$ cat src/rtl/button_debounce_array_top_macros.svh
// Assertion helpers shared by the debounce array files.
`ifndef BUTTON_DEBOUNCE_ARRAY_TOP_MACROS_SVH
`define BUTTON_DEBOUNCE_ARRAY_TOP_MACROS_SVH

// Consequent must hold in the same cycle as the antecedent.
`define BDA_ASSERT_NOW(label, ante, cons) \
  label: assert property (@(posedge clk) disable iff (rst) (ante) |-> (cons)) \
    else $error("debounce array check failed");

// Consequent must hold in the cycle after the antecedent.
`define BDA_ASSERT_NEXT(label, ante, cons) \
  label: assert property (@(posedge clk) disable iff (rst) (ante) |=> (cons)) \
    else $error("debounce array check failed");

`endif

$ cat src/rtl/bda_pkg.sv
package bda_pkg;

  localparam int SampleBits = 8;
  localparam int CountWidth = 16;
  localparam int PhaseWidth = 3;

  typedef logic [PhaseWidth-1:0] phase_t;
  typedef logic [CountWidth-1:0] count_t;

  localparam phase_t PH_IDLE    = 3'd0;
  localparam phase_t PH_PDEB    = 3'd1;
  localparam phase_t PH_PRESSED = 3'd2;
  localparam phase_t PH_HELD    = 3'd3;
  localparam phase_t PH_RDEB    = 3'd4;

  localparam count_t ThresholdReset = 16'd50;

  // Phase of one button after the update, as one flag per reported phase.
  typedef struct packed {
    logic pressed;
    logic held;
    logic press_deb;
    logic release_deb;
  } flags_t;

endpackage

$ cat src/rtl/bda_cell.sv
`include "button_debounce_array_top_macros.svh"

module bda_cell (
  input  logic             clk,
  input  logic             rst,
  input  logic             advance,
  input  logic             level,
  input  bda_pkg::count_t  threshold,
  output bda_pkg::flags_t  flags_next
);

  bda_pkg::phase_t phase;
  bda_pkg::phase_t phase_next;
  bda_pkg::count_t count;
  bda_pkg::count_t count_next;
  bda_pkg::count_t bumped;
  logic            confirm;
  logic            in_pressed;
  logic            rest_phase;

  // Saturate the stable-tick count at all ones.
  assign bumped  = (count == '1) ? count : count + bda_pkg::count_t'(1);
  assign confirm = bumped > threshold;

  always_comb begin
    phase_next = phase;
    count_next = count;
    unique case (phase)
      bda_pkg::PH_PDEB: begin
        if (level) begin
          count_next = bumped;
          if (confirm) begin
            count_next = '0;
            phase_next = bda_pkg::PH_PRESSED;
          end
        end else begin
          count_next = '0;
          phase_next = bda_pkg::PH_IDLE;
        end
      end
      bda_pkg::PH_PRESSED: begin
        count_next = '0;
        phase_next = bda_pkg::PH_HELD;
      end
      bda_pkg::PH_HELD: begin
        if (!level) begin
          count_next = '0;
          phase_next = bda_pkg::PH_RDEB;
        end
      end
      bda_pkg::PH_RDEB: begin
        if (level) begin
          count_next = '0;
          phase_next = bda_pkg::PH_HELD;
        end else begin
          count_next = bumped;
          if (confirm) begin
            count_next = '0;
            phase_next = bda_pkg::PH_IDLE;
          end
        end
      end
      default: begin
        // Idle, and any stray code treated as idle
        phase_next = bda_pkg::PH_IDLE;
        if (level) begin
          count_next = '0;
          phase_next = bda_pkg::PH_PDEB;
        end
      end
    endcase
  end

  always_ff @(posedge clk) begin
    if (rst) begin
      phase <= bda_pkg::PH_IDLE;
      count <= '0;
    end else if (advance) begin
      phase <= phase_next;
      count <= count_next;
    end
  end

  assign flags_next.pressed     = phase_next == bda_pkg::PH_PRESSED;
  assign flags_next.held        = phase_next == bda_pkg::PH_HELD;
  assign flags_next.press_deb   = phase_next == bda_pkg::PH_PDEB;
  assign flags_next.release_deb = phase_next == bda_pkg::PH_RDEB;

  assign in_pressed = phase == bda_pkg::PH_PRESSED;
  assign rest_phase = (phase == bda_pkg::PH_IDLE) || in_pressed ||
                      (phase == bda_pkg::PH_HELD);

  `BDA_ASSERT_NEXT(a_pressed_one_tick, advance && in_pressed, phase == bda_pkg::PH_HELD)
  `BDA_ASSERT_NEXT(a_hold_when_idle, !advance, $stable(phase) && $stable(count))
  `BDA_ASSERT_NOW(a_count_clear, rest_phase, count == '0)

endmodule

$ cat src/rtl/button_debounce_array_top.sv
// Debounced button array: each accepted word on the input channel is one
// sample tick of raw switch levels (bit i is button i, 1 = pressed); each
// button runs its own idle / press debounce / pressed / held / release
// debounce machine with a saturating 16-bit stable-tick counter, and a change
// is confirmed once that count exceeds debounce_threshold (reset 50). Every
// tick yields exactly one result word with the phase masks after the update;
// pressed_pulse_mask is set for one tick only. The block takes one word per
// cycle while out_ready stays high; a result word is presented once its sample
// leaves the sample register, which feeds the per-button phase logic whose
// outputs load the result register when the word advances (held off while an
// untaken result waits). The threshold is written through the cfg channel,
// which is always ready, and must only be changed while no tick is in flight.
// Buttons beyond the eight sample bits never leave idle and are not built.
`include "button_debounce_array_top_macros.svh"

module button_debounce_array_top #(
  parameter int BUTTON_COUNT = 8
) (
  input  logic       clk,
  input  logic       rst,
  input  logic       cfg_valid,
  output logic       cfg_ready,
  input  logic [15:0] debounce_threshold,
  input  logic       in_valid,
  output logic       in_ready,
  input  logic [7:0] switch_sample,
  output logic       out_valid,
  input  logic       out_ready,
  output logic [7:0] pressed_pulse_mask,
  output logic [7:0] held_mask,
  output logic [7:0] press_debounce_mask,
  output logic [7:0] release_debounce_mask
);

  localparam int Lanes = (BUTTON_COUNT < bda_pkg::SampleBits) ?
                         BUTTON_COUNT : bda_pkg::SampleBits;

  bda_pkg::count_t                  threshold;
  logic                             stage_valid;
  logic [bda_pkg::SampleBits-1:0]   sample;
  logic                             advance;
  logic [bda_pkg::SampleBits-1:0]   pressed_next;
  logic [bda_pkg::SampleBits-1:0]   held_next;
  logic [bda_pkg::SampleBits-1:0]   pdeb_next;
  logic [bda_pkg::SampleBits-1:0]   rdeb_next;
  logic                             masks_overlap;

  assign cfg_ready = 1'b1;

  always_ff @(posedge clk) begin
    if (rst) begin
      threshold <= bda_pkg::ThresholdReset;
    end else if (cfg_valid) begin
      threshold <= debounce_threshold;
    end
  end

  // Sample register; refills when empty or whenever its word moves on to the result stage.
  assign advance  = stage_valid && (!out_valid || out_ready);
  assign in_ready = !stage_valid || advance;

  always_ff @(posedge clk) begin
    if (rst) begin
      stage_valid <= 1'b0;
    end else if (in_ready) begin
      stage_valid <= in_valid;
    end
  end

  always_ff @(posedge clk) begin
    if (in_valid && in_ready) begin
      sample <= switch_sample;
    end
  end

  for (genvar g = 0; g < bda_pkg::SampleBits; g++) begin : g_lane
    if (g < Lanes) begin : g_cell
      bda_pkg::flags_t flags;

      bda_cell u_cell (
        .clk        (clk),
        .rst        (rst),
        .advance    (advance),
        .level      (sample[g]),
        .threshold  (threshold),
        .flags_next (flags)
      );

      assign pressed_next[g] = flags.pressed;
      assign held_next[g]    = flags.held;
      assign pdeb_next[g]    = flags.press_deb;
      assign rdeb_next[g]    = flags.release_deb;
    end else begin : g_none
      assign pressed_next[g] = 1'b0;
      assign held_next[g]    = 1'b0;
      assign pdeb_next[g]    = 1'b0;
      assign rdeb_next[g]    = 1'b0;
    end
  end

  always_ff @(posedge clk) begin
    if (rst) begin
      out_valid <= 1'b0;
    end else if (advance) begin
      out_valid <= 1'b1;
    end else if (out_ready) begin
      out_valid <= 1'b0;
    end
  end

  always_ff @(posedge clk) begin
    if (advance) begin
      pressed_pulse_mask    <= pressed_next;
      held_mask             <= held_next;
      press_debounce_mask   <= pdeb_next;
      release_debounce_mask <= rdeb_next;
    end
  end

  assign masks_overlap =
    ((pressed_pulse_mask & (held_mask | press_debounce_mask | release_debounce_mask)) != '0) ||
    ((held_mask & (press_debounce_mask | release_debounce_mask)) != '0) ||
    ((press_debounce_mask & release_debounce_mask) != '0);

  `BDA_ASSERT_NOW(a_masks_disjoint, out_valid, !masks_overlap)
  `BDA_ASSERT_NEXT(a_stage_holds, !in_ready, stage_valid && $stable(sample))
  `BDA_ASSERT_NEXT(a_out_holds, out_valid && !out_ready, out_valid && $stable(held_mask))

endmodule
$ cat config.mk
export PLATFORM = sky130hd
export DESIGN_NAME = button_debounce_array_top
export DESIGN_NICKNAME = d
export VERILOG_FILES = /design/src/rtl/bda_pkg.sv /design/src/rtl/bda_cell.sv /design/src/rtl/button_debounce_array_top.sv
export VERILOG_INCLUDE_DIRS = /design/src /design/src/rtl
export SDC_FILE = /design/constraint.sdc
export NUM_CORES = 1
export LEC_CHECK = 0
export BUFFER_PORTS_ARGS = -buffer_cell sky130_fd_sc_hd__buf_2
export CAP_MARGIN = 40
export CORE_MARGIN = 2
export CORE_UTILIZATION = 40
export DETAILED_ROUTE_END_ITERATION = 16
export MAX_ROUTING_LAYER = met4
export PLACE_DENSITY = 0.69
export SLEW_MARGIN = 0
export SYNTH_ARGS = -nofsm -noshare
export SYNTH_HDL_FRONTEND = slang
export SYNTH_HIERARCHICAL = 1
export SYNTH_SLANG_ARGS = --single-unit
$ cat constraint.sdc
create_clock -name clk -period 4 [get_ports clk]
set_input_delay 0.6 -clock clk [delete_from_list [all_inputs] [get_ports clk]]
set_output_delay 0.6 -clock clk [all_outputs]
set_load 0.005 [all_outputs]
==> results of run 1 <==
-- logic make-up after synthesis --
family                   count (synthesis)
AO/OA/AOI/OAI                          492
XOR/XNOR                                48
adder cells (fa/ha/maj)                136
buffers and inverters                  248
flip-flops                             210
multiplexers                            29
other                                    1
AND/OR/NAND/NOR                        800
-- final cells by class --
cell class | instances | area, um2
Clock buffer | 31 | 699.4
Clock inverter | 14 | 166.4
Fill cell | 3784 | 20820
Inverter | 173 | 649.4
Multi-Input combinational cell | 1506 | 10370
Sequential cell | 210 | 4606
Tap cell | 518 | 648.1
Timing Repair Buffer | 141 | 954.7
-- registers in the layout, indices dropped and copies added (netlist names) --
register and cells:
held_mask 8, press_debounce_mask 8, pressed_pulse_mask 8, g_lane.g_cell.u_cell/count 128
out_valid 1, stage_valid 1, threshold 16, sample 8
g_lane.g_cell.u_cell/phase 24, release_debounce_mask 8
-- per-layer routing --
metal	global-route usage [%]	wire, um	vias up
met5	-	0	-
met4	6.309	1287	0
met3	2.349	2322	89
met2	32.18	18630	449
met1	27.72	19850	7020
li1	-	-	7333
-- power groups by stage --
stage | logic, mW | registers (mW) | clock network, mW
after floorplan | 0.377 | 2.30 | 0
after global placement | 0.461 | 2.37 | 0
after detailed placement | 0.484 | 2.37 | 0
after CTS | 0.487 | 2.32 | 2.48
after global routing | 0.554 | 2.33 | 2.56
final | 0.491 | 2.33 | 2.41
-- stage by stage --
stage	total power [mW]	cells	cell area, um2	hold WS (ps)
2_1_floorplan	2.674	1964	15880	434.1
3_3_place_gp	2.827	2541	17020	447.2
3_5_place_dp	2.852	2545	17060	460.4
4_1_cts	5.294	2590	17930	214.4
5_1_grt	5.443	2593	18090	221.0
6_report	5.230	2593	18090	239.0
-- worst max-delay path, cell delays in order, from the launching register on --
cell and delay (ps):
dfxtp_1 410, ha_1 240, nand3_1 250, nor3_4 350
buf_4 180, nand2_2 110, mux2_2 330, ha_1 280
nor2b_1 140, o211ai_1 220, a21boi_2 100, o41ai_2 570
buf_4 280, a211oi_1 80, nor4_1 220
-- path summary, 6_finish.rpt --
kind,to,cells after the start,slack [ps]
worst max-delay path,g_lane[0].g_cell.u_cell/phase[0],14,130
worst min-delay path,sample[5],1,240
worst max register to register,g_lane[0].g_cell.u_cell/phase[0],14,130
worst min register to register,out_valid,2,470
-- synth_stat cells, types with 15 or more instances --
cell type / number
buf_2: 24
clkbuf_1: 29
nor3_1: 27
a21oi_1: 96
a21o_1: 17
o21ai_0: 63
mux2i_1: 22
nor4_1: 25
a211oi_1: 15
a31oi_1: 16
nand2b_1: 23
nor2_1: 186
or3_1: 18
nand3_1: 90
o21a_1: 23
o211ai_1: 40
edfxtp_1: 40
nand4_1: 27
ha_1: 136
nand2_1: 213
inv_1: 173
and2_1: 22
dfxtp_1: 170
xnor2_1: 34
or2_2: 39
o221ai_1: 24
a22o_1: 47
nor2b_1: 49
-- timing repair --
action / in CTS / in global routing
setup buffers: 0 / 3
hold buffers: 0 / 0
gates resized for setup: 0 / 36
endpoints found under the setup margin: 0 / 109
endpoints found under the hold margin: 0 / 0
==> results_dict.tcl, run 1 <==
set metrics [dict create \
    clk_latency_ps 540 \
    ys_top_cells_by_area "dfxtp_1, ha_1, edfxtp_1, nand2_1, nor2_1" \
    yosys_warnings 6 \
    critical_path_required_ps 4440 \
    p_sw_mw 1.334 \
    gp_congestion 0.9237 \
    critPathKind "reg2reg" \
    worstSetupEndpointType "register" \
    avgSynthCellArea_um2 8.086 \
    rr_startpoint "g_lane[0].g_cell.u_cell/count[0]" \
    antenna_found_initial 0 \
    setup_viol 0 \
    clkPwrFrac_pct 46.1 \
    fp.dieW_um 203.3 \
    p_leak_nw 7.529 \
    synthAdderAreaFrac_pct 10.72 \
    grt_overflow 0 \
    vdd_drop_max_uv 269.2 \
    synth_mux_area_share_pct 1.883 \
    ys_types 104 \
    synth-simple-area-share_pct 25.69 \
    dr.first_iter.drc_count 1270 \
    cts_tree "done" \
    path_max_fanout 7 \
    die_area_um2 41310 \
    synth_area_um2 15880 \
    cts_root_buf "clkbuf_16" \
    synthCells 1964 \
    cts_htree_levels 1 \
    async_reset_ff_share_pct 0 \
    clockBufferDepth 3 \
    setup.worst_path.start "g_lane[0].g_cell.u_cell/count[0]" \
    syn_to_final_growth_pct 13.94 \
    synth_top_family_by_area "simple AND/OR/NAND/NOR gates" \
    start_kind "register" \
    switching_share_pct 25.51 \
    synth_compound_area_share_pct 23.22 \
    grt_first_pass_wirelength_um 68590 \
    most-common-layout-cells "nand2_1, nor2_1, inv_1" \
    max_cap_violations 0 \
    wl_per_cell_um 16.23 \
    drcViolationCount 0 \
    power_density_nw_per_um2 289.1 \
    path_clk_slew_ps 60 \
    vias 14890 \
    critPathArrivalTime_ps 4310 \
    n_antenna_cell 0 \
    final_common_cell "nand2_1" \
    pre_cts_ws_ps 156.1 \
    port-buffer-count 62 \
    vias_per_cell 5.743 \
    min_period_ps 3872 \
    post-dp-hpwl_um 29750 \
    ys_seq_area_share_pct 28.99 \
    core_area_um2 38920 \
    ant_nets 0 \
    track_usage_pct 20.52 \
    first_pass_iters 5 \
    synth_top_area_share_pct 21.43 \
    pwr-share-seq_pct 44.5 \
    slew_headroom_pct 48.44 \
    pwr-share-comb_pct 9.4 \
    hold_violations 0 \
    synth-seq-cells 210 \
    setup_ws_ps 127.7 \
    ys.flop_type "dfxtp_1" \
    die_h_um 203.3 \
    routed_wl_um 42090 \
    p_int_mw 3.896 \
    tightest_slew_ps 772.3 \
    nets 2222 \
    synthXorXnorAreaFrac_pct 2.647 \
    grt_pass1_vias 13840 \
    cts_sinks 210 \
    syn-num-nets 2129 \
    slew_violations 0 \
    min_from "switch_sample[5]" \
    hold_path_class "in2reg" \
    synth_edf_count 40 \
    layout-drive-gt1-share_pct 15.08 \
    grt_start_max_net_pins 40 \
    synth.largest_area_cell "dfxtp_1" \
    initial_core_util_pct 40.81 \
    io_pins 64 \
    rsz0062_at_grt "true" \
    max_freq_mhz 258.2 \
    post-route-util_pct 46.49 \
    rows 72 \
    outcome "finished clean" \
    finalCritPeriodShare_pct 96.81 \
    fin_skew_ps 11.40 \
    tns_ps 0 \
    cts_buffers 25 \
]
Power figures use the tool's default switching activity.
==> run 2: changes to the inputs <==
CORE_ASPECT_RATIO = 1.4   (was default)
SYNTH_HIERARCHICAL = default   (was 1)
==> results_dict.tcl, run 2 <==
set metrics [dict create \
    port-buffer-count 62 \
    vias_per_cell 5.845 \
    synth.largest_area_cell "dfxtp_1" \
    nets 1985 \
    grt_overflow 0 \
    ys_top_cells_by_area "dfxtp_1, ha_1, edfxtp_1, nand2_1, a21oi_1" \
    critPathKind "reg2reg" \
    clk_latency_ps 540 \
    worstSetupEndpointType "register" \
    netlist_top_cells_count "nand2_1, nor2_1, dfxtp_1, a21oi_1, ha_1" \
    die_area_um2 37420 \
    hold_violations 0 \
    vias 13430 \
    yosys_warnings 0 \
    path_max_fanout 6 \
    ys_seq_area_share_pct 32.09 \
    synth_area_um2 14350 \
    wl_met1_um 15950 \
    synth_top_area_share_pct 23.72 \
    grt_first_pass_wirelength_um 64780 \
    ant_nets 0 \
    async_reset_ff_share_pct 0 \
    p_leak_nw 6.583 \
    ys.flop_type "dfxtp_1" \
    wl_met3_um 1738 \
    cts_buffers 22 \
    min_period_ps 3842 \
    critPathArrivalTime_ps 4320 \
    dr.max_layer_used "met4" \
    num-fill-cells 3370 \
    ys_types 84 \
    synth-seq-cells 210 \
    setup_viol 0 \
    path_cells "and3_1 > nand2_1 > or3_4 > nor2_1 > mux2_2 > ha_1 > nand4_2 > nor3_1 > or3_1 > a2111o_1 > a211oi_2 > buf_4 > a21boi_0 > a21o_1" \
    met2_length_um 19830 \
    antenna_found_initial 0 \
    track_usage_pct 21.67 \
    holdWs_ps 228.7 \
    start_kind "register" \
    avgSynthCellArea_um2 8.185 \
    grt_start_max_net_pins 86 \
    outcome "finished clean" \
    n_antenna_cell 0 \
    syn_to_final_growth_pct 12.91 \
    power_density_nw_per_um2 290.8 \
    cts_sinks 210 \
    max_stage_delay_ps 520 \
    max_freq_mhz 260.3 \
    critical_path.top_delay_family "simple AND/OR/NAND/NOR gates" \
    finalCritPeriodShare_pct 96.06 \
    layout-drive-gt1-share_pct 12.09 \
    top_regs "g_lane.g_cell.u_cell.count (128), g_lane.g_cell.u_cell.phase (24), threshold (16)" \
    post-route-util_pct 45.51 \
    fin_skew_ps 15.93 \
    wl_per_cell_um 17.28 \
    max_cap_violations 0 \
    largest_register_ff_count 128 \
    syn-num-nets 1918 \
    cts_htree_levels 1 \
    die_h_um 228.1 \
    slew_headroom_pct 42.52 \
    io_pins 64 \
    slowest_stage "a2111o_1" \
    clockBufferDepth 3 \
    vdd_drop_max_uv 354.1 \
    synth_edf_count 40 \
    first_pass_iters 6 \
    synthCells 1753 \
    gp_congestion 0.9251 \
    cts_tree "done" \
    drcViolationCount 0 \
    most-common-layout-cells "nand2_1, nor2_1, dfxtp_1" \
    cts_root_buf "clkbuf_16" \
    hold_path_class "in2reg" \
    post-dp-hpwl_um 28540 \
    yosysMostFrequentCell "nand2_1" \
    fp.dieW_um 164.1 \
    tns_ps 0 \
    core_area_um2 35600 \
    tightest_slew_ps 862.2 \
    grt_pass1_vias 13060 \
    path_clk_slew_ps 60 \
    critical_path_required_ps 4480 \
    power.total_mw 4.711 \
    top_register "g_lane.g_cell.u_cell.count" \
    slew_violations 0 \
    routed_wl_um 39700 \
    path_buf_inv 1 \
    rows 82 \
    initial_core_util_pct 40.30 \
    final_common_cell "nand2_1" \
    dr.first_iter.drc_count 991 \
]
run 2: changes by cell type after synthesis, moves of 25 or more:
cell	previous run	this run
o211ai_1	40	7
inv_1	173	51
nor2b_1	49	24
nor3_1	27	59
a21oi_1	96	136
run 2: final cells by class:
cell class / count / area (um2) / area share, %
clock buffer: 36 / 634.4 / 3.916
clock inverter: 4 / 32.53 / 0.2008
inverter: 52 / 195.2 / 1.205
multi-input combinational: 1423 / 9414 / 58.11
sequential: 210 / 4614 / 28.48
tap: 462 / 578.1 / 3.568
timing repair buffer: 111 / 732.0 / 4.518
run 2: stage by stage:
stage	instances	instance area, um2	setup WS, ps
after floorplan	1753	14350	154.1
after global placement	2255	15340	173.5
after detailed placement	2256	15360	62.97
after CTS	2296	16020	57.70
after global routing	2298	16200	-8.106
final	2298	16200	157.8
run 2: cells by family (layout without fill, tap and decap cells):
| family | after synthesis | count (layout) | synth area share, % |
|---|---|---|---|
| AOI/OAI and AO/OA | 427 | 427 | 19.98 |
| other | 1 | 1 | 0.02613 |
| DFF | 210 | 210 | 32.09 |
| buffers and inverters | 120 | 203 | 3.383 |
| xor gates and xnor gates | 68 | 68 | 4.151 |
| adders and majority gates | 136 | 136 | 11.86 |
| and+or+nand+nor | 759 | 759 | 26.16 |
| muxes | 32 | 32 | 2.354 |
run 2: timing repair:
action                                 4_1_cts  5_1_grt
setup endpoints to repair                    0       79
buffers inserted                             0        2
gates resized for setup                      0       42
endpoints found under the hold margin        0        0
hold buffers                                 0        0
run 2: worst reg2reg max path, delay by kind of cell, from the launching register on:
family / cells / cell delay, ps
fa+ha+maj: 1 / 320
buf+inv: 1 / 160
mux: 1 / 360
flops: 1 / 420
simple gates: 7 / 1440
compound gates: 4 / 1100
run 2: layer usage:
layer	GRT usage, %	up-vias
li1	-	6631
met1	23.71	6358
met2	38.49	319
met3	2.382	124
met4	10.53	0
met5	-	-
run 2: path summary, 6_finish.rpt:
check             slack, ps  depth (start not counted)                          endpoint                             start
setup reg to reg        160                         14  g_lane[1].g_cell.u_cell.count[1]  g_lane[1].g_cell.u_cell.count[2]
hold / removal          230                          1                         sample[6]                  switch_sample[6]
setup / recovery        160                         14  g_lane[1].g_cell.u_cell.count[1]  g_lane[1].g_cell.u_cell.count[2]
hold reg to reg         470                          2  g_lane[1].g_cell.u_cell.count[7]  g_lane[1].g_cell.u_cell.count[7]
run 2: report_power, final:
| part | switching [mW] | internal (mW) |
|---|---|---|
| registers | 0.0523 | 2.20 |
| logic | 0.307 | 0.163 |
| clock network | 0.901 | 1.09 |
| total | 1.26 | 3.45 |
